==> config.mk <==
export PLATFORM = sky130hd
export DESIGN_NAME = cartridge_bank_mapper_rtc_unit_flat
export DESIGN_NICKNAME = d
export VERILOG_FILES = /design/src/hw/rtl/cbmr_pkg.sv /design/src/hw/rtl/cbmr_channels.sv /design/src/hw/rtl/cartridge_bank_mapper_rtc_unit.sv /design/src/flat_wrapper.sv
export SDC_FILE = /design/constraint.sdc
export NUM_CORES = 1
export LEC_CHECK = 0
export BUFFER_PORTS_ARGS = -buffer_cell sky130_fd_sc_hd__buf_4
export CORE_MARGIN = 3
export CORE_UTILIZATION = 30
export DETAILED_ROUTE_END_ITERATION = 8
export GPL_ROUTABILITY_DRIVEN = 0
export PLACE_DENSITY = 0.47
export SKIP_CTS_REPAIR_TIMING = 1
export SLEW_MARGIN = 5
export SYNTH_ARGS = -nofsm -noshare
export SYNTH_HDL_FRONTEND = slang
export SYNTH_SLANG_ARGS = --single-unit
==> constraint.sdc <==
create_clock -name clk -period 2.8 [get_ports clk]
set_input_delay 0.84 -clock clk [delete_from_list [all_inputs] [get_ports clk]]
set_output_delay 0.84 -clock clk [all_outputs]
set_load 0.05 [all_outputs]
==> src/hw/rtl/cbmr_pkg.sv <==
// Package for the cartridge bank mapper unit: field widths, codes and decode constants.
// Used by the channel interfaces, the top level and its checker; depends on nothing.
package cbmr_pkg;

	localparam int OPCODE_W  = 2;
	localparam int ADDRESS_W = 16;
	localparam int DATA_W    = 8;
	localparam int TARGET_W  = 3;
	localparam int MEM_ADDR_W = 22;
	localparam int CFG_IDX_W = 1;
	localparam int CFG_DATA_W = 1;

	typedef logic [OPCODE_W-1:0]   opcode_t;
	typedef logic [ADDRESS_W-1:0]  address_t;
	typedef logic [DATA_W-1:0]     byte_t;
	typedef logic [TARGET_W-1:0]   target_t;
	typedef logic [MEM_ADDR_W-1:0] mem_addr_t;

	localparam opcode_t OP_READ  = 2'd0;
	localparam opcode_t OP_WRITE = 2'd1;
	localparam opcode_t OP_TICK  = 2'd2;

	localparam target_t TGT_DATA   = 3'd0;
	localparam target_t TGT_ROM    = 3'd1;
	localparam target_t TGT_RAM_RD = 3'd2;
	localparam target_t TGT_RAM_WR = 3'd3;
	localparam target_t TGT_NONE   = 3'd4;

	localparam logic [CFG_IDX_W-1:0] CFG_WIDE_MODE   = 1'd0;
	localparam logic [CFG_IDX_W-1:0] CFG_RAM_PRESENT = 1'd1;

	// Bus regions by address bits 15:13.
	localparam logic [2:0] RGN_RAM_EN   = 3'b000;
	localparam logic [2:0] RGN_ROM_BANK = 3'b001;
	localparam logic [2:0] RGN_RAM_SEL  = 3'b010;
	localparam logic [2:0] RGN_LATCH    = 3'b011;
	localparam logic [2:0] RGN_EXT_RAM  = 3'b101;

	localparam byte_t RAM_LIMIT_NARROW = 8'h03;
	localparam byte_t RAM_LIMIT_WIDE   = 8'h07;
	localparam byte_t SEL_SECONDS = 8'h08;
	localparam byte_t SEL_MINUTES = 8'h09;
	localparam byte_t SEL_HOURS   = 8'h0a;
	localparam byte_t SEL_DAY_LO  = 8'h0b;
	localparam byte_t SEL_DAY_HI  = 8'h0c;

	localparam logic [3:0] RAM_EN_KEY = 4'ha;
	localparam byte_t OPEN_BYTE = 8'hff;
	localparam byte_t SEC_MIN_LIMIT = 8'd60;
	localparam byte_t HOUR_LIMIT    = 8'd24;
	localparam logic [5:0] SEC_MIN_LAST = 6'd59;
	localparam logic [4:0] HOUR_LAST    = 5'd23;

endpackage

==> src/hw/rtl/cbmr_channels.sv <==
// Valid/ready channel interfaces for bus accesses in and decoded results out.
// Depends on cbmr_pkg for the field types.
interface cbmr_access_if;
	import cbmr_pkg::*;
	logic     valid;
	logic     ready;
	opcode_t  opcode;
	address_t address;
	byte_t    bus_data;
	modport source (output valid, output opcode, output address, output bus_data, input ready);
	modport sink (input valid, input opcode, input address, input bus_data, output ready);
endinterface

interface cbmr_result_if;
	import cbmr_pkg::*;
	logic      valid;
	logic      ready;
	target_t   target;
	mem_addr_t mem_address;
	byte_t     read_data;
	byte_t     write_data;
	modport source (output valid, output target, output mem_address, output read_data,
		output write_data, input ready);
	modport sink (input valid, input target, input mem_address, input read_data,
		input write_data, output ready);
endinterface

==> src/hw/rtl/cartridge_bank_mapper_rtc_unit.sv <==
// Top level of the cartridge bank mapper with real-time clock.
// Depends on cbmr_pkg and the channel interfaces in cbmr_channels.sv.
//
// Each accepted bus read, bus write or one-second tick yields exactly one result. An access
// is captured in an input register, decoded against the mapper and clock registers, and
// lands in a result register, from which it is offered. A new access can be taken in every
// cycle while results are taken. The result register holds while the sink stalls; the input
// register then fills and access ready drops. Configuration writes take effect on the edge
// they are presented and belong to idle periods.
module cartridge_bank_mapper_rtc_unit (
	input  logic                              clk,
	input  logic                              arst_n,
	cbmr_access_if.sink                       access,
	cbmr_result_if.source                     result,
	input  logic                              cfg_wr_en,
	input  logic [cbmr_pkg::CFG_IDX_W-1:0]    cfg_index,
	input  logic [cbmr_pkg::CFG_DATA_W-1:0]   cfg_wdata
);
	import cbmr_pkg::*;

	logic        wide_mode_q, ram_present_q;
	logic [7:0]  rom_bank_q, rom_bank_d;
	logic        ram_enable_q, ram_enable_d;
	byte_t       ram_select_q, ram_select_d;
	logic [5:0]  seconds_q, seconds_d;
	logic [5:0]  minutes_q, minutes_d;
	logic [4:0]  hours_q, hours_d;
	logic [8:0]  days_q, days_d;
	logic        halted_q, halted_d;
	logic        day_overflow_q, day_overflow_d;
	logic        latch_last_q, latch_last_d;
	logic [25:0] latched_time_q, latched_time_d;
	logic [1:0]  latched_flags_q, latched_flags_d;

	logic        valid_s1;
	opcode_t     opcode_s1;
	address_t    address_s1;
	byte_t       bus_data_s1;

	logic        valid_s2;
	target_t     target_s2;
	mem_addr_t   mem_address_s2;
	byte_t       read_data_s2;
	byte_t       write_data_s2;

	logic        advance;
	logic        ram_bank_hit;
	byte_t       rom_bank_sel;
	target_t     tgt;
	mem_addr_t   maddr;
	byte_t       rdata;
	byte_t       wdata;

	assign advance      = valid_s1 && (!valid_s2 || result.ready);
	assign access.ready = !valid_s1 || advance;

	always_ff @(posedge clk or negedge arst_n) begin
		if (!arst_n) begin
			wide_mode_q   <= 1'b0;
			ram_present_q <= 1'b1;
		end else if (cfg_wr_en) begin
			case (cfg_index)
				CFG_WIDE_MODE:   wide_mode_q   <= cfg_wdata[0];
				CFG_RAM_PRESENT: ram_present_q <= cfg_wdata[0];
				default: ;
			endcase
		end
	end

	always_ff @(posedge clk or negedge arst_n) begin
		if (!arst_n) begin
			valid_s1 <= 1'b0;
		end else if (access.ready) begin
			valid_s1 <= access.valid;
		end
	end

	always_ff @(posedge clk) begin
		if (access.valid && access.ready) begin
			opcode_s1   <= access.opcode;
			address_s1  <= access.address;
			bus_data_s1 <= access.bus_data;
		end
	end

	always_comb begin
		ram_bank_hit = ram_select_q <= (wide_mode_q ? RAM_LIMIT_WIDE : RAM_LIMIT_NARROW);
		rom_bank_sel = wide_mode_q ? bus_data_s1 : {1'b0, bus_data_s1[6:0]};

		tgt   = TGT_NONE;
		maddr = '0;
		rdata = '0;
		wdata = '0;

		rom_bank_d      = rom_bank_q;
		ram_enable_d    = ram_enable_q;
		ram_select_d    = ram_select_q;
		seconds_d       = seconds_q;
		minutes_d       = minutes_q;
		hours_d         = hours_q;
		days_d          = days_q;
		halted_d        = halted_q;
		day_overflow_d  = day_overflow_q;
		latch_last_d    = latch_last_q;
		latched_time_d  = latched_time_q;
		latched_flags_d = latched_flags_q;

		case (opcode_s1)
			OP_READ: begin
				case (address_s1[15:13]) inside
					RGN_RAM_EN, RGN_ROM_BANK: begin
						tgt   = TGT_ROM;
						maddr = {6'd0, address_s1};
					end
					RGN_RAM_SEL, RGN_LATCH: begin
						tgt   = TGT_ROM;
						maddr = {rom_bank_q, address_s1[13:0]};
					end
					RGN_EXT_RAM: begin
						tgt   = TGT_DATA;
						rdata = OPEN_BYTE;
						if (ram_enable_q) begin
							if (ram_bank_hit) begin
								if (ram_present_q) begin
									tgt   = TGT_RAM_RD;
									rdata = '0;
									maddr = {6'd0, ram_select_q[2:0], address_s1[12:0]};
								end
							end else begin
								case (ram_select_q)
									SEL_SECONDS: rdata = {2'd0, latched_time_q[5:0]};
									SEL_MINUTES: rdata = {2'd0, latched_time_q[11:6]};
									SEL_HOURS:   rdata = {3'd0, latched_time_q[16:12]};
									SEL_DAY_LO:  rdata = latched_time_q[24:17];
									SEL_DAY_HI:  rdata = {latched_flags_q[1], latched_flags_q[0],
										5'd0, latched_time_q[25]};
									default:     rdata = OPEN_BYTE;
								endcase
							end
						end
					end
					default: begin
						tgt   = TGT_DATA;
						rdata = bus_data_s1;
					end
				endcase
			end
			OP_WRITE: begin
				case (address_s1[15:13])
					RGN_RAM_EN: ram_enable_d = bus_data_s1[3:0] == RAM_EN_KEY;
					RGN_ROM_BANK: rom_bank_d = (rom_bank_sel == 8'd0) ? 8'd1 : rom_bank_sel;
					RGN_RAM_SEL: ram_select_d = bus_data_s1;
					RGN_LATCH: begin
						if (!latch_last_q && bus_data_s1 == 8'd1) begin
							latched_time_d  = {days_q, hours_q, minutes_q, seconds_q};
							latched_flags_d = {day_overflow_q, halted_q};
						end
						latch_last_d = bus_data_s1[0];
					end
					RGN_EXT_RAM: begin
						if (ram_enable_q) begin
							if (ram_bank_hit) begin
								if (ram_present_q) begin
									tgt   = TGT_RAM_WR;
									maddr = {6'd0, ram_select_q[2:0], address_s1[12:0]};
									wdata = bus_data_s1;
								end
							end else begin
								case (ram_select_q)
									SEL_SECONDS: seconds_d = (bus_data_s1 >= SEC_MIN_LIMIT) ?
										6'd0 : bus_data_s1[5:0];
									SEL_MINUTES: minutes_d = (bus_data_s1 >= SEC_MIN_LIMIT) ?
										6'd0 : bus_data_s1[5:0];
									SEL_HOURS:   hours_d = (bus_data_s1 >= HOUR_LIMIT) ?
										5'd0 : bus_data_s1[4:0];
									SEL_DAY_LO:  days_d = {days_q[8], bus_data_s1};
									SEL_DAY_HI: begin
										days_d         = {bus_data_s1[0], days_q[7:0]};
										halted_d       = bus_data_s1[6];
										day_overflow_d = bus_data_s1[7];
									end
									default: ;
								endcase
							end
						end
					end
					default: ;
				endcase
			end
			OP_TICK: begin
				if (!halted_q) begin
					if (seconds_q != SEC_MIN_LAST) begin
						seconds_d = seconds_q + 6'd1;
					end else begin
						seconds_d = '0;
						if (minutes_q != SEC_MIN_LAST) begin
							minutes_d = minutes_q + 6'd1;
						end else begin
							minutes_d = '0;
							if (hours_q != HOUR_LAST) begin
								hours_d = hours_q + 5'd1;
							end else begin
								hours_d = '0;
								days_d  = days_q + 9'd1;
								if (days_q == 9'h1ff) begin
									day_overflow_d = 1'b1;
								end
							end
						end
					end
				end
			end
			default: ;
		endcase
	end

	always_ff @(posedge clk or negedge arst_n) begin
		if (!arst_n) begin
			rom_bank_q      <= 8'd1;
			ram_enable_q    <= 1'b0;
			ram_select_q    <= '0;
			seconds_q       <= '0;
			minutes_q       <= '0;
			hours_q         <= '0;
			days_q          <= '0;
			halted_q        <= 1'b0;
			day_overflow_q  <= 1'b0;
			latch_last_q    <= 1'b0;
			latched_time_q  <= '0;
			latched_flags_q <= '0;
		end else if (advance) begin
			rom_bank_q      <= rom_bank_d;
			ram_enable_q    <= ram_enable_d;
			ram_select_q    <= ram_select_d;
			seconds_q       <= seconds_d;
			minutes_q       <= minutes_d;
			hours_q         <= hours_d;
			days_q          <= days_d;
			halted_q        <= halted_d;
			day_overflow_q  <= day_overflow_d;
			latch_last_q    <= latch_last_d;
			latched_time_q  <= latched_time_d;
			latched_flags_q <= latched_flags_d;
		end
	end

	always_ff @(posedge clk or negedge arst_n) begin
		if (!arst_n) begin
			valid_s2 <= 1'b0;
		end else if (!valid_s2 || result.ready) begin
			valid_s2 <= valid_s1;
		end
	end

	always_ff @(posedge clk) begin
		if (advance) begin
			target_s2      <= tgt;
			mem_address_s2 <= maddr;
			read_data_s2   <= rdata;
			write_data_s2  <= wdata;
		end
	end

	assign result.valid       = valid_s2;
	assign result.target      = target_s2;
	assign result.mem_address = mem_address_s2;
	assign result.read_data   = read_data_s2;
	assign result.write_data  = write_data_s2;

endmodule

==> src/flat_wrapper.sv <==
// flat-port wrapper written by rule: the top's interface ports become plain ports
module cartridge_bank_mapper_rtc_unit_flat import cbmr_pkg::*;
  (clk, arst_n, cfg_wr_en, cfg_index, cfg_wdata, access_valid, access_opcode, access_address, access_bus_data, access_ready, result_valid, result_target, result_mem_address, result_read_data, result_write_data, result_ready);
  cbmr_access_if access_i ();
  cbmr_result_if result_i ();
  input  logic clk;
  input  logic arst_n;
  input  logic cfg_wr_en;
  input  logic [cbmr_pkg::CFG_IDX_W-1:0] cfg_index;
  input  logic [cbmr_pkg::CFG_DATA_W-1:0] cfg_wdata;
  input wire logic [$bits(access_i.valid)-1:0] access_valid;
  input wire logic [$bits(access_i.opcode)-1:0] access_opcode;
  input wire logic [$bits(access_i.address)-1:0] access_address;
  input wire logic [$bits(access_i.bus_data)-1:0] access_bus_data;
  output wire logic [$bits(access_i.ready)-1:0] access_ready;
  output wire logic [$bits(result_i.valid)-1:0] result_valid;
  output wire logic [$bits(result_i.target)-1:0] result_target;
  output wire logic [$bits(result_i.mem_address)-1:0] result_mem_address;
  output wire logic [$bits(result_i.read_data)-1:0] result_read_data;
  output wire logic [$bits(result_i.write_data)-1:0] result_write_data;
  input wire logic [$bits(result_i.ready)-1:0] result_ready;
  assign access_i.valid = access_valid;
  assign access_i.opcode = access_opcode;
  assign access_i.address = access_address;
  assign access_i.bus_data = access_bus_data;
  assign access_ready = access_i.ready;
  assign result_valid = result_i.valid;
  assign result_target = result_i.target;
  assign result_mem_address = result_i.mem_address;
  assign result_read_data = result_i.read_data;
  assign result_write_data = result_i.write_data;
  assign result_i.ready = result_ready;
  cartridge_bank_mapper_rtc_unit u_core (.clk(clk), .arst_n(arst_n), .access(access_i), .result(result_i), .cfg_wr_en(cfg_wr_en), .cfg_index(cfg_index), .cfg_wdata(cfg_wdata));
endmodule
==> results by group, run 1 <==
Status
  • Status: finished clean

Final layout
  • Share of layout cells above drive strength 1: 0.343
  • Reg area: 3970 µm²
  • Multi-input gate area: 2530 µm²
  • Design area: 8340 µm²
  • Ant. Diodes: 0
  • Fill cells: about 2,100
  • Net count, final: 676
  • Area Growth Syn to Fin: 25.2%

Logic synthesis
  • Library cells used by synthesis: 60
  • Avg Synthesized Cell Area: 12.5 µm²
  • Post-synthesis sequential area ratio: 0.595
  • #FFs+latches synth: 145
  • Number of synthesized flops with an enable pin: 67
  • Synth area leader: edfxtp_1
  • Top_reg_cell synth: dfrtp_1
  • Synth async-reset ratio: 0.538
  • Yosys warnings: 0
  • Synth top area share: 0.302
  • Net Count, Synth: about 580
  • Synthesized instance count: 533
  • Post-Syn Area: approximately 6700 µm²
  • Top cells by area, synth: edfxtp_1 (30%), dfrtp_1 (29%), mux2_2 (10%)

Critical path
  • Element type at the critical path start: flop
  • Endpoint type of the worst setup path: flop
  • Critical-path cell list: or4_1 > o41ai_1 > buf_4 > nand3_1 > nor2_1 > mux2_2
  • Slowest cell delay on critical path: 0.60 ns
  • CP max FO: 6
  • CP max stage cell: or4_1
  • Worst Path Required: 3.11 ns
  • WS Path Type: reg2reg
  • CP arrival: 3.01 ns

Clocking
  • Cell at the root of the clock tree: clkbuf_16
  • Clk sinks: 145
  • CTS max path bufs: 2
  • Clock slew at reported path FFs: 0.06 ns
  • CTS tree: yes
  • Clock latency at the later pin of the worst-skew pair: 0.42 ns
  • CTS buffer count: 17
  • Htree depth: 4

Floorplanning
  • Die area: 24,000 µm²
  • Die Width: 155 µm
  • FP Rows: 53
  • Starting Density: 0.311
  • Die Span Y: 155 µm
  • Core box area: roughly 21,000 µm²
  • Number of I/O pins: 76

Global routing
  • Largest net degree at the start of global routing: 42
  • Remaining global-route overflow: 0
  • GRT Overall Usage: 0.147
  • Initial antenna violation count: 0
  • Vias in the first global route: 4,635
  • First-pass GRT wire length: 26,900 µm

Detailed routing
  • Routed Wire Length: 17,500 µm
  • Iter 0 DRT Violations: 293
  • Antenna Nets Post-Route: 0
  • DRC: 0
  • Vias: between 4,000 and 5,000
  • WL/cell: 18.9 µm
  • Vias per cell: roughly 5
  • Drt first pass iters: 5

Pwr
  • Switch share: 0.280
  • Power Dens Cells: slightly above 700 nW/µm²
  • P_int: approximately 4.3 mW
  • Pleak: 3.51 nW
  • Worst vdd ir: 0.276 mV
  • Comb power frac: 0.165
  • Psw: 1.67 mW
  • Clock network power share: 0.381
  • Reg power frac: 0.454

STA
  • Max Clk Rate: 0.370 GHz
  • Unrepaired setup endpoints after global routing: false
  • Max-slew violations: 0
  • Sum Neg Setup Slack: 0 ns
  • Final Hold Vio Count: 0
  • Min Tclk post-route: 2.70 ns
  • Worst Skew: 0.00973 ns
  • Setup violations, final: 0
  • Period utilisation layout: 0.964
  • Worst-Margin Slew: 1.13 ns
  • Slew HR: 0.249

Placed design
  • Dpl cell area: 7750 µm²
  • Dpl hpwl: 12,600 µm
  • Port bufs: 75

Run
  • MaxCap Viol Count: 0

Hold path
  • Hold Path Class: in2async
## cell families after synthesis
| logic type | Yosys count | synth area share |
|---|---|---|
| buffers and inverters | 42 | 0.0267 |
| DFF | 145 | 0.595 |
| AOI/OAI and AO/OA | 107 | 0.103 |
| muxes | 65 | 0.118 |
| xor gates and xnor gates | 9 | 0.0118 |
| and+or+nand+nor | 156 | 0.128 |
| adders and majority gates | 9 | 0.0169 |
## power groups by stage
stage | combinational [mW] | sequential (mW) | clock [mW]
after detailed placement | 0.982 | 2.74 | 0
final | 0.980 | 2.71 | 2.27
after floorplan | 0.527 | 2.79 | 0
after CTS | 0.990 | 2.70 | 2.32
after global routing | 1.07 | 2.74 | 2.43
after global placement | 0.971 | 2.74 | 0
## synth_stat cells (all sizes together), types with 4 or more instances
master,count
a31oi,7
o221a,4
dfrtp,76
a21oi,18
nor3,8
ha,9
nand2,38
a22o,4
o21ai,43
nand2b,6
mux4,5
and3,12
and2,25
mux2,60
nand4,6
edfxtp,67
clkbuf,20
buf,7
xor2,6
nor2b,6
inv,15
nand3,16
o22ai,4
nor2,23
## stage by stage
step | cells | hold slack [ns] | total power [mW] | utilization | worst slack (ns)
final | 922 | 0.400 | 5.95 | 0.390 | 0.0994
after global routing | 922 | 0.419 | 6.23 | 0.390 | 0.0159
after CTS | 922 | 0.405 | 6.01 | 0.390 | 0.0976
after detailed placement | 890 | 0.473 | 3.73 | 0.362 | 0.111
after global placement | 890 | 0.461 | 3.71 | 0.362 | 0.132
after floorplan | 533 | 0.442 | 3.32 | - | 0.139
## worst max-delay path: cells and delay by family (launching register included)
kind	cells	cell delay, ns
and+or+nand+nor	3	1.04
DFF	1	0.40
muxes	1	0.36
AOI/OAI and AO/OA	1	0.58
buffers and inverters	1	0.21
## state kept, by name (all words and copies together) (netlist names), 2 cells and up
signal                     count
u_core.result.write_data       8
u_core.rom_bank_q              8
u_core.result.mem_address     22
u_core.result.target           3
u_core.minutes_q               6
u_core.seconds_q               6
u_core.hours_q                 5
u_core.address_s1             16
u_core.result.read_data        8
u_core.latched_flags_q         2
u_core.ram_select_q            8
u_core.days_q                  9
u_core.latched_time_q         26
u_core.opcode_s1               2
u_core.bus_data_s1             8
## cell type report
cell class / instances / area share
Clock inverter: 9 / 0.0126
Timing Repair Buffer: 109 / 0.103
Multi-Input combinational cell: 346 / 0.303
Inverter: 15 / 0.00675
Tap cell: 275 / 0.0412
Sequential cell: 145 / 0.475
Clock buffer: 23 / 0.0586
## layer usage
metal	track usage	up-vias	share of wire
met1	0.190	2246	0.44
met4	0.0500	0	0.020
li1	-	2177	-
met3	0.0348	26	0.047
met2	0.245	126	0.50
met5	0	-	0
## path summary, 6_finish.rpt
| path | start | slack, ns | end | cells after the start |
|---|---|---|---|---|
| min in group clk | u_core.rom_bank_q[7]$_DFFE_PN0P_ | 0.48 | u_core.rom_bank_q[7]$_DFFE_PN0P_ | 2 |
| worst min-delay path | arst_n | 0.40 | u_core.ram_select_q[7]$_DFFE_PN0P_ | 1 |
| max in group asynchronous | arst_n | 1.77 | u_core.latched_time_q[19]$_DFFE_PN0P_ | 2 |
| worst max register to register | u_core.ram_select_q[4]$_DFFE_PN0P_ | 0.1 | u_core.minutes_q[4]$_DFFE_PN0P_ | 6 |
| worst max-delay path | u_core.ram_select_q[4]$_DFFE_PN0P_ | 0.1 | u_core.minutes_q[4]$_DFFE_PN0P_ | 6 |
| worst min register to register | u_core.rom_bank_q[7]$_DFFE_PN0P_ | 0.48 | u_core.rom_bank_q[7]$_DFFE_PN0P_ | 2 |
## layout by cell type, fill, tap and decap left out, types with 5 or more instances in the layout
master     synthesis  final
nand4_1            6      6
edfxtp_1          67     67
nor2_1            22     21
a21oi_1           18     18
nor3_1             6      6
buf_4              2    106
nand3_1           16     16
nand2b_1           6      6
nor2b_1            6      6
inv_1             15     15
and3_1            12     12
o21ai_0           43     43
mux4_2             5      5
clkbuf_16          0     18
dfrtp_1           76     76
ha_1               9      9
mux2_2            60     60
xor2_1             6      6
nand2_1           38     38
and2_1            25     25
a31oi_1            7      7
Power figures use the tool's default switching activity.
==> run 2, diff against run 1 <==
--- a/config.mk
+++ b/config.mk
@@ -7,10 +7,11 @@
 export LEC_CHECK = 0
 export BUFFER_PORTS_ARGS = -buffer_cell sky130_fd_sc_hd__buf_4
 export CORE_MARGIN = 3
-export CORE_UTILIZATION = 30
+export CORE_UTILIZATION = 50
+export CTS_CLUSTER_SIZE = 10
 export DETAILED_ROUTE_END_ITERATION = 8
 export GPL_ROUTABILITY_DRIVEN = 0
-export PLACE_DENSITY = 0.47
+export PLACE_DENSITY = 0.72
 export SKIP_CTS_REPAIR_TIMING = 1
 export SLEW_MARGIN = 5
 export SYNTH_ARGS = -nofsm -noshare
==> run 2 against run 1 <==
  * Clock skew is 0.0034 ns lower
  * Worst hold slack worse by 0.0057 ns
  * Critical path depth is 2 lower
  * Critical path type is now in2out
  * Critical endpoint is now access_ready
  * Largest power group unchanged
==> results by group, run 2 (synthesis gave the netlist of run 1 again) <==
Status
  • Status: finished clean

Floorplanning
  • Die Span Y: 121 µm
  • FP Rows: 41
  • Die area: ~15,000 µm²
  • Die Width: 121 µm
  • Core box area: 12,800 µm²
  • Starting Density: 0.520
  • Number of I/O pins: 76

Pwr
  • Switch share: 0.286
  • Clock network power share: 0.387
  • Worst vdd ir: between 0.3 and 0.4 mV
  • P_int: 4.28 mW
  • Pleak: 3.49 nW
  • Reg power frac: 0.451
  • Comb power frac: 0.162
  • Psw: 1.71 mW
  • Power Dens Cells: 730 nW/µm²

Clocking
  • Clock slew at reported path FFs: 0.06 ns
  • CTS tree: yes
  • Clk sinks: around 150
  • Cell at the root of the clock tree: clkbuf_16
  • CTS buffer count: 17
  • Htree depth: 4
  • Clock latency at the later pin of the worst-skew pair: between 0.4 and 0.5 ns
  • CTS max path bufs: 2

Detailed routing
  • Antenna Nets Post-Route: 0
  • DRC: 0
  • WL/cell: 19.0 µm
  • Routed Wire Length: between 15,000 and 20,000 µm
  • Drt first pass iters: 5
  • Iter 0 DRT Violations: 354
  • Vias per cell: 5.78
  • Vias: 4,720

STA
  • Sum Neg Setup Slack: 0 ns
  • Slew HR: 0.249
  • Worst-Margin Slew: 1.13 ns
  • Setup violations, final: 0
  • Period utilisation layout: 0.953
  • Worst Skew: 0.00630 ns
  • Unrepaired setup endpoints after global routing: false
  • Max Clk Rate: 0.375 GHz
  • Min Tclk post-route: 2.67 ns
  • Final Hold Vio Count: 0
  • Max-slew violations: 0

Final layout
  • Max FFs per register: 26
  • Area Growth Syn to Fin: 23.1%
  • Commonest non-fill, non-tap cells in the layout: buf_4 (105), dfrtp_1 (76), edfxtp_1 (67)
  • Layout Cells excl Fill: just over 800
  • Fill cells: 962
  • Design area: 8200 µm²
  • Commonest non-fill, non-tap cell in the layout: buf_4
  • Share of layout cells above drive strength 1: 0.344
  • Fin util: 0.640
  • Ant. Diodes: 0
  • Net count, final: between 600 and 700
  • Largest Register: u_core.latched_time_q

Global routing
  • Largest net degree at the start of global routing: 45
  • Remaining global-route overflow: 0
  • First-pass GRT wire length: around 24,000 µm
  • Initial antenna violation count: 0
  • GRT Overall Usage: 0.222
  • Vias in the first global route: 4,616

Critical path
  • CP arrival: 1.83 ns
  • Crit path launch: result_ready
  • Element type at the critical path start: input pin
  • Worst Path Required: 1.96 ns
  • RR Startpoint: u_core.bus_data_s1[4]$_DFFE_PP_
  • Endpoint type of the worst setup path: output port
  • Reg2Reg Capture Point: u_core.latched_time_q[15]$_DFFE_PN0P_
  • CP max FO: 6
  • Worst R2R Setup Slack: 0.24 ns
  • R2r worst-path depth: 7
  • WS Path Type: in2out
  • CP endpoint: access_ready

Placed design
  • Port bufs: 75
  • Placed cells: 785
  • Dpl cell area: between 7000 and 8000 µm²
  • Dpl hpwl: 10,900 µm

Hold path
  • Hold Path Class: in2async

Run
  • MaxCap Viol Count: 0
==> run 2: cell count changes in the layout (fill, tap and decap cells not counted) <==
cell        delta
buf_12         -1
buf_4          -1
bufinv_16      +1
clkbuf_1       -2
clkbuf_16      -1
clkbuf_8       -2
clkinv_2       -2
clkinv_4       +2
clkinvlp_4     +2
inv_4          -1
inv_6          +2
inv_8          +1
==> run 2: routing by layer <==
| layer | vias up | track usage | share of wire |
|---|---|---|---|
| met5 | - | 0 | 0 |
| met4 | 0 | 0.0896 | 0.022 |
| met3 | 30 | 0.0508 | 0.068 |
| met2 | 212 | 0.361 | 0.50 |
| met1 | 2301 | 0.288 | 0.41 |
| li1 | 2177 | - | - |
==> run 2: worst min path at each step <==
stage                                           startpoint                               end  slack [ns]
after floorplan           u_core.rom_bank_q[7]$_DFFE_PN0P_  u_core.rom_bank_q[7]$_DFFE_PN0P_        0.44
after global placement    u_core.rom_bank_q[7]$_DFFE_PN0P_  u_core.rom_bank_q[7]$_DFFE_PN0P_        0.45
after detailed placement  u_core.rom_bank_q[4]$_DFFE_PN0P_  u_core.rom_bank_q[4]$_DFFE_PN0P_        0.49
after CTS                                           arst_n      u_core.days_q[3]$_DFFE_PN0P_        0.42
after global routing                                arst_n      u_core.days_q[0]$_DFFE_PN0P_        0.44
final                                               arst_n      u_core.days_q[3]$_DFFE_PN0P_        0.39
==> run 2: layout make-up <==
class	count	area (µm²)	area share
Sequential cell	145	3970	0.484
Timing Repair Buffer	107	828	0.101
Clock buffer	18	429	0.0523
Clock inverter	14	180	0.0220
Tap cell	172	215	0.0262
Multi-Input combinational cell	346	2530	0.308
Inverter	15	56.3	0.00686
==> run 2: power by group through the flow <==
stage,combinational [mW],clock (mW),sequential (mW)
finish,0.970,2.32,2.70
global route,1.05,2.43,2.73
CTS,0.969,2.35,2.69
floorplan,0.527,0,2.79
global placement,0.934,0,2.71
detailed placement,0.965,0,2.73
==> run 2: through the flow <==
stage | hold WS, ns | power (mW) | worst slack (ns)
after floorplan | 0.442 | 3.32 | 0.139
after global placement | 0.454 | 3.65 | 0.151
after detailed placement | 0.488 | 3.70 | 0.156
after CTS | 0.420 | 6.01 | 0.132
after global routing | 0.444 | 6.21 | 0.0365
final | 0.395 | 5.99 | 0.133
==> run 2: critical path: stages <==
cell,delay (ns)
buf_4,0.11
nor2b_1,0.48
nand2_1,0.18
buf_4,0.23
==> run 3, diff against run 2 <==
--- a/config.mk
+++ b/config.mk
@@ -11,7 +11,7 @@
 export CTS_CLUSTER_SIZE = 10
 export DETAILED_ROUTE_END_ITERATION = 8
 export GPL_ROUTABILITY_DRIVEN = 0
-export PLACE_DENSITY = 0.72
+export PLACE_DENSITY = 0.69
 export SKIP_CTS_REPAIR_TIMING = 1
 export SLEW_MARGIN = 5
 export SYNTH_ARGS = -nofsm -noshare
==> constraint.sdc (replaced) <==
create_clock -name clk -period 2.72 [get_ports clk]
set_input_delay 0.816 -clock clk [delete_from_list [all_inputs] [get_ports clk]]
set_output_delay 0.816 -clock clk [all_outputs]
set_load 0.05 [all_outputs]
==> run 3 against run 2 <==
  * Sequential share of layout area increased by 0.14 points
  * Critical path type unchanged
  * Worst hold slack got worse by 0.042 ns
  * Clock power decreased by 2%
==> results by group, run 3 (synthesis gave the netlist of run 1 again) <==
Status
  • Status: finished clean

STA
  • Min Tclk post-route: between 2 and 3 ns
  • Max-slew violations: 0
  • Unrepaired setup endpoints after global routing: false
  • Max Clk Rate: about 0.38 GHz
  • Setup violations, final: 0
  • Final Hold Vio Count: 0
  • Sum Neg Setup Slack: 0 ns
  • Worst Skew: 0.00943 ns
  • Period utilisation layout: 0.962
  • Slew HR: 0.257
  • Worst-Margin Slew: around 1.1 ns

Clocking
  • CTS tree: yes
  • Cell at the root of the clock tree: clkbuf_16
  • CTS buffer count: 17
  • Clock latency at the later pin of the worst-skew pair: 0.42 ns
  • Htree depth: 4
  • Clk sinks: 145
  • CTS max path bufs: 2
  • Clock slew at reported path FFs: 0.06 ns

Critical path
  • CP arrival: 1.80 ns
  • Reg2Reg Capture Point: u_core.minutes_q[0]$_DFFE_PN0P_
  • Most frequent CP cell: buf_4
  • Endpoint type of the worst setup path: output port
  • Critical-path cell list: buf_4 > nor2b_1 > nand2_1 > buf_4
  • RR Startpoint: u_core.ram_select_q[4]$_DFFE_PN0P_
  • Worst Path Required: 1.90 ns
  • Slowest cell delay on critical path: 0.47 ns
  • Element type at the critical path start: input pin
  • Worst R2R Setup Slack: 0.30 ns
  • CP max stage cell: nor2b_1
  • WS Path Type: in2out
  • CP Buf/Inv Count: 2
  • CP max FO: 6
  • R2r worst-path depth: 5
  • Top cell family by delay on the critical path: simple AND/OR/NAND/NOR gates

Detailed routing
  • Drt first pass iters: 5
  • WL/cell: about 18 µm
  • DRC: 0
  • Routed Wire Length: 15,100 µm
  • Iter 0 DRT Violations: 405
  • Vias: 4,718
  • Antenna Nets Post-Route: 0
  • Vias per cell: between 5 and 6

Floorplanning
  • Die area: around 15,000 µm²
  • Number of I/O pins: 76
  • FP Rows: 41
  • Starting Density: 0.520
  • Die Span Y: 121 µm
  • Die Width: about 120 µm
  • Core box area: 12,800 µm²

Final layout
  • Commonest non-fill, non-tap cells in the layout: buf_4 (106), dfrtp_1 (76), edfxtp_1 (67)
  • Max FFs per register: 26
  • Area Growth Syn to Fin: 22.7%
  • Ant. Diodes: 0
  • Largest Register: u_core.latched_time_q
  • Net count, final: slightly below 700
  • Share of layout cells above drive strength 1: 0.342
  • Fill cells: 1,017
  • Fin util: 0.638
  • Layout Cells excl Fill: between 800 and 900
  • Commonest non-fill, non-tap cell in the layout: buf_4

Run
  • MaxCap Viol Count: 0

Pwr
  • Worst vdd ir: ~0.44 mV
  • Pleak: 3.49 nW
  • Power Dens Cells: 737 nW/µm²
  • Tot Pwr: roughly 6 mW

Global routing
  • Remaining global-route overflow: 0
  • Vias in the first global route: 4,535
  • GRT Overall Usage: 0.219
  • Initial antenna violation count: 0
  • First-pass GRT wire length: 24,300 µm
  • Largest net degree at the start of global routing: 43

Placed design
  • Port bufs: 75
  • Placed cells: 786
  • Dpl hpwl: ~11,000 µm

Hold path
  • Hold Path Class: in2async
## run 3: cell count changes in the layout (fill, tap and decap cells not counted), sizes merged
cell / previous run / this run
inv: 18 / 19
bufinv: 3 / 2
buf: 107 / 108
clkbuf: 18 / 20
clkinv: 4 / 3
clkinvlp: 4 / 3
## run 3: final cells by class
class	count	area (µm²)	area share
Clock buffer	20	447	0.0546
Sequential cell	145	3970	0.485
Tap cell	172	215	0.0263
Clock inverter	12	131	0.0161
Inverter	15	56.3	0.00688
Timing Repair Buffer	108	836	0.102
Multi-Input combinational cell	346	2530	0.309
## run 3: metal layers
| layer | part of all wire | up-vias | global-route usage | wire (µm) |
|---|---|---|---|---|
| met1 | 0.44 | 2334 | 0.295 | 6580 |
| met5 | 0 | - | 0 | 0 |
| met4 | 0.029 | 0 | 0.0868 | 433 |
| met2 | 0.47 | 170 | 0.336 | 7110 |
| met3 | 0.064 | 33 | 0.0657 | 968 |
| li1 | - | 2181 | - | - |
## run 3: worst max path at each step
stage / startpoint / cells after the start / end / slack [ns]
finish: result_ready / 4 / access_ready / 0.10
global route: result_ready / 4 / access_ready / 0.02
CTS: result_ready / 4 / access_ready / 0.07
detailed placement: result_ready / 4 / access_ready / 0.07
global placement: result_ready / 4 / access_ready / 0.13
floorplan: result_ready / 4 / u_core.halted_q$_DFFE_PN0P_ / 0.08
## run 3: power breakdown
part | leakage, nW | total [mW] | internal (mW) | switching, mW
clock network | 0.275 | 2.27 | 1.38 | 0.894
logic | 1.52 | 0.988 | 0.409 | 0.580
registers | 1.69 | 2.77 | 2.55 | 0.223
## run 3: per-stage QoR
stage,hold slack (ns),setup slack [ns],area [µm²]
after global placement,0.462,0.127,7600
after global routing,0.370,0.0196,8180
final,0.353,0.104,8180
after detailed placement,0.475,0.0735,7600
after CTS,0.359,0.0676,8180
after floorplan,0.442,0.0830,6670
## run 3: worst reg2reg max path: cells and delay by family (launching register included)
family	cells	cell delay, ns
multiplexers	1	0.35
AO/OA/AOI/OAI	1	0.47
AND/OR/NAND/NOR	3	1.09
flip-flops	1	0.38
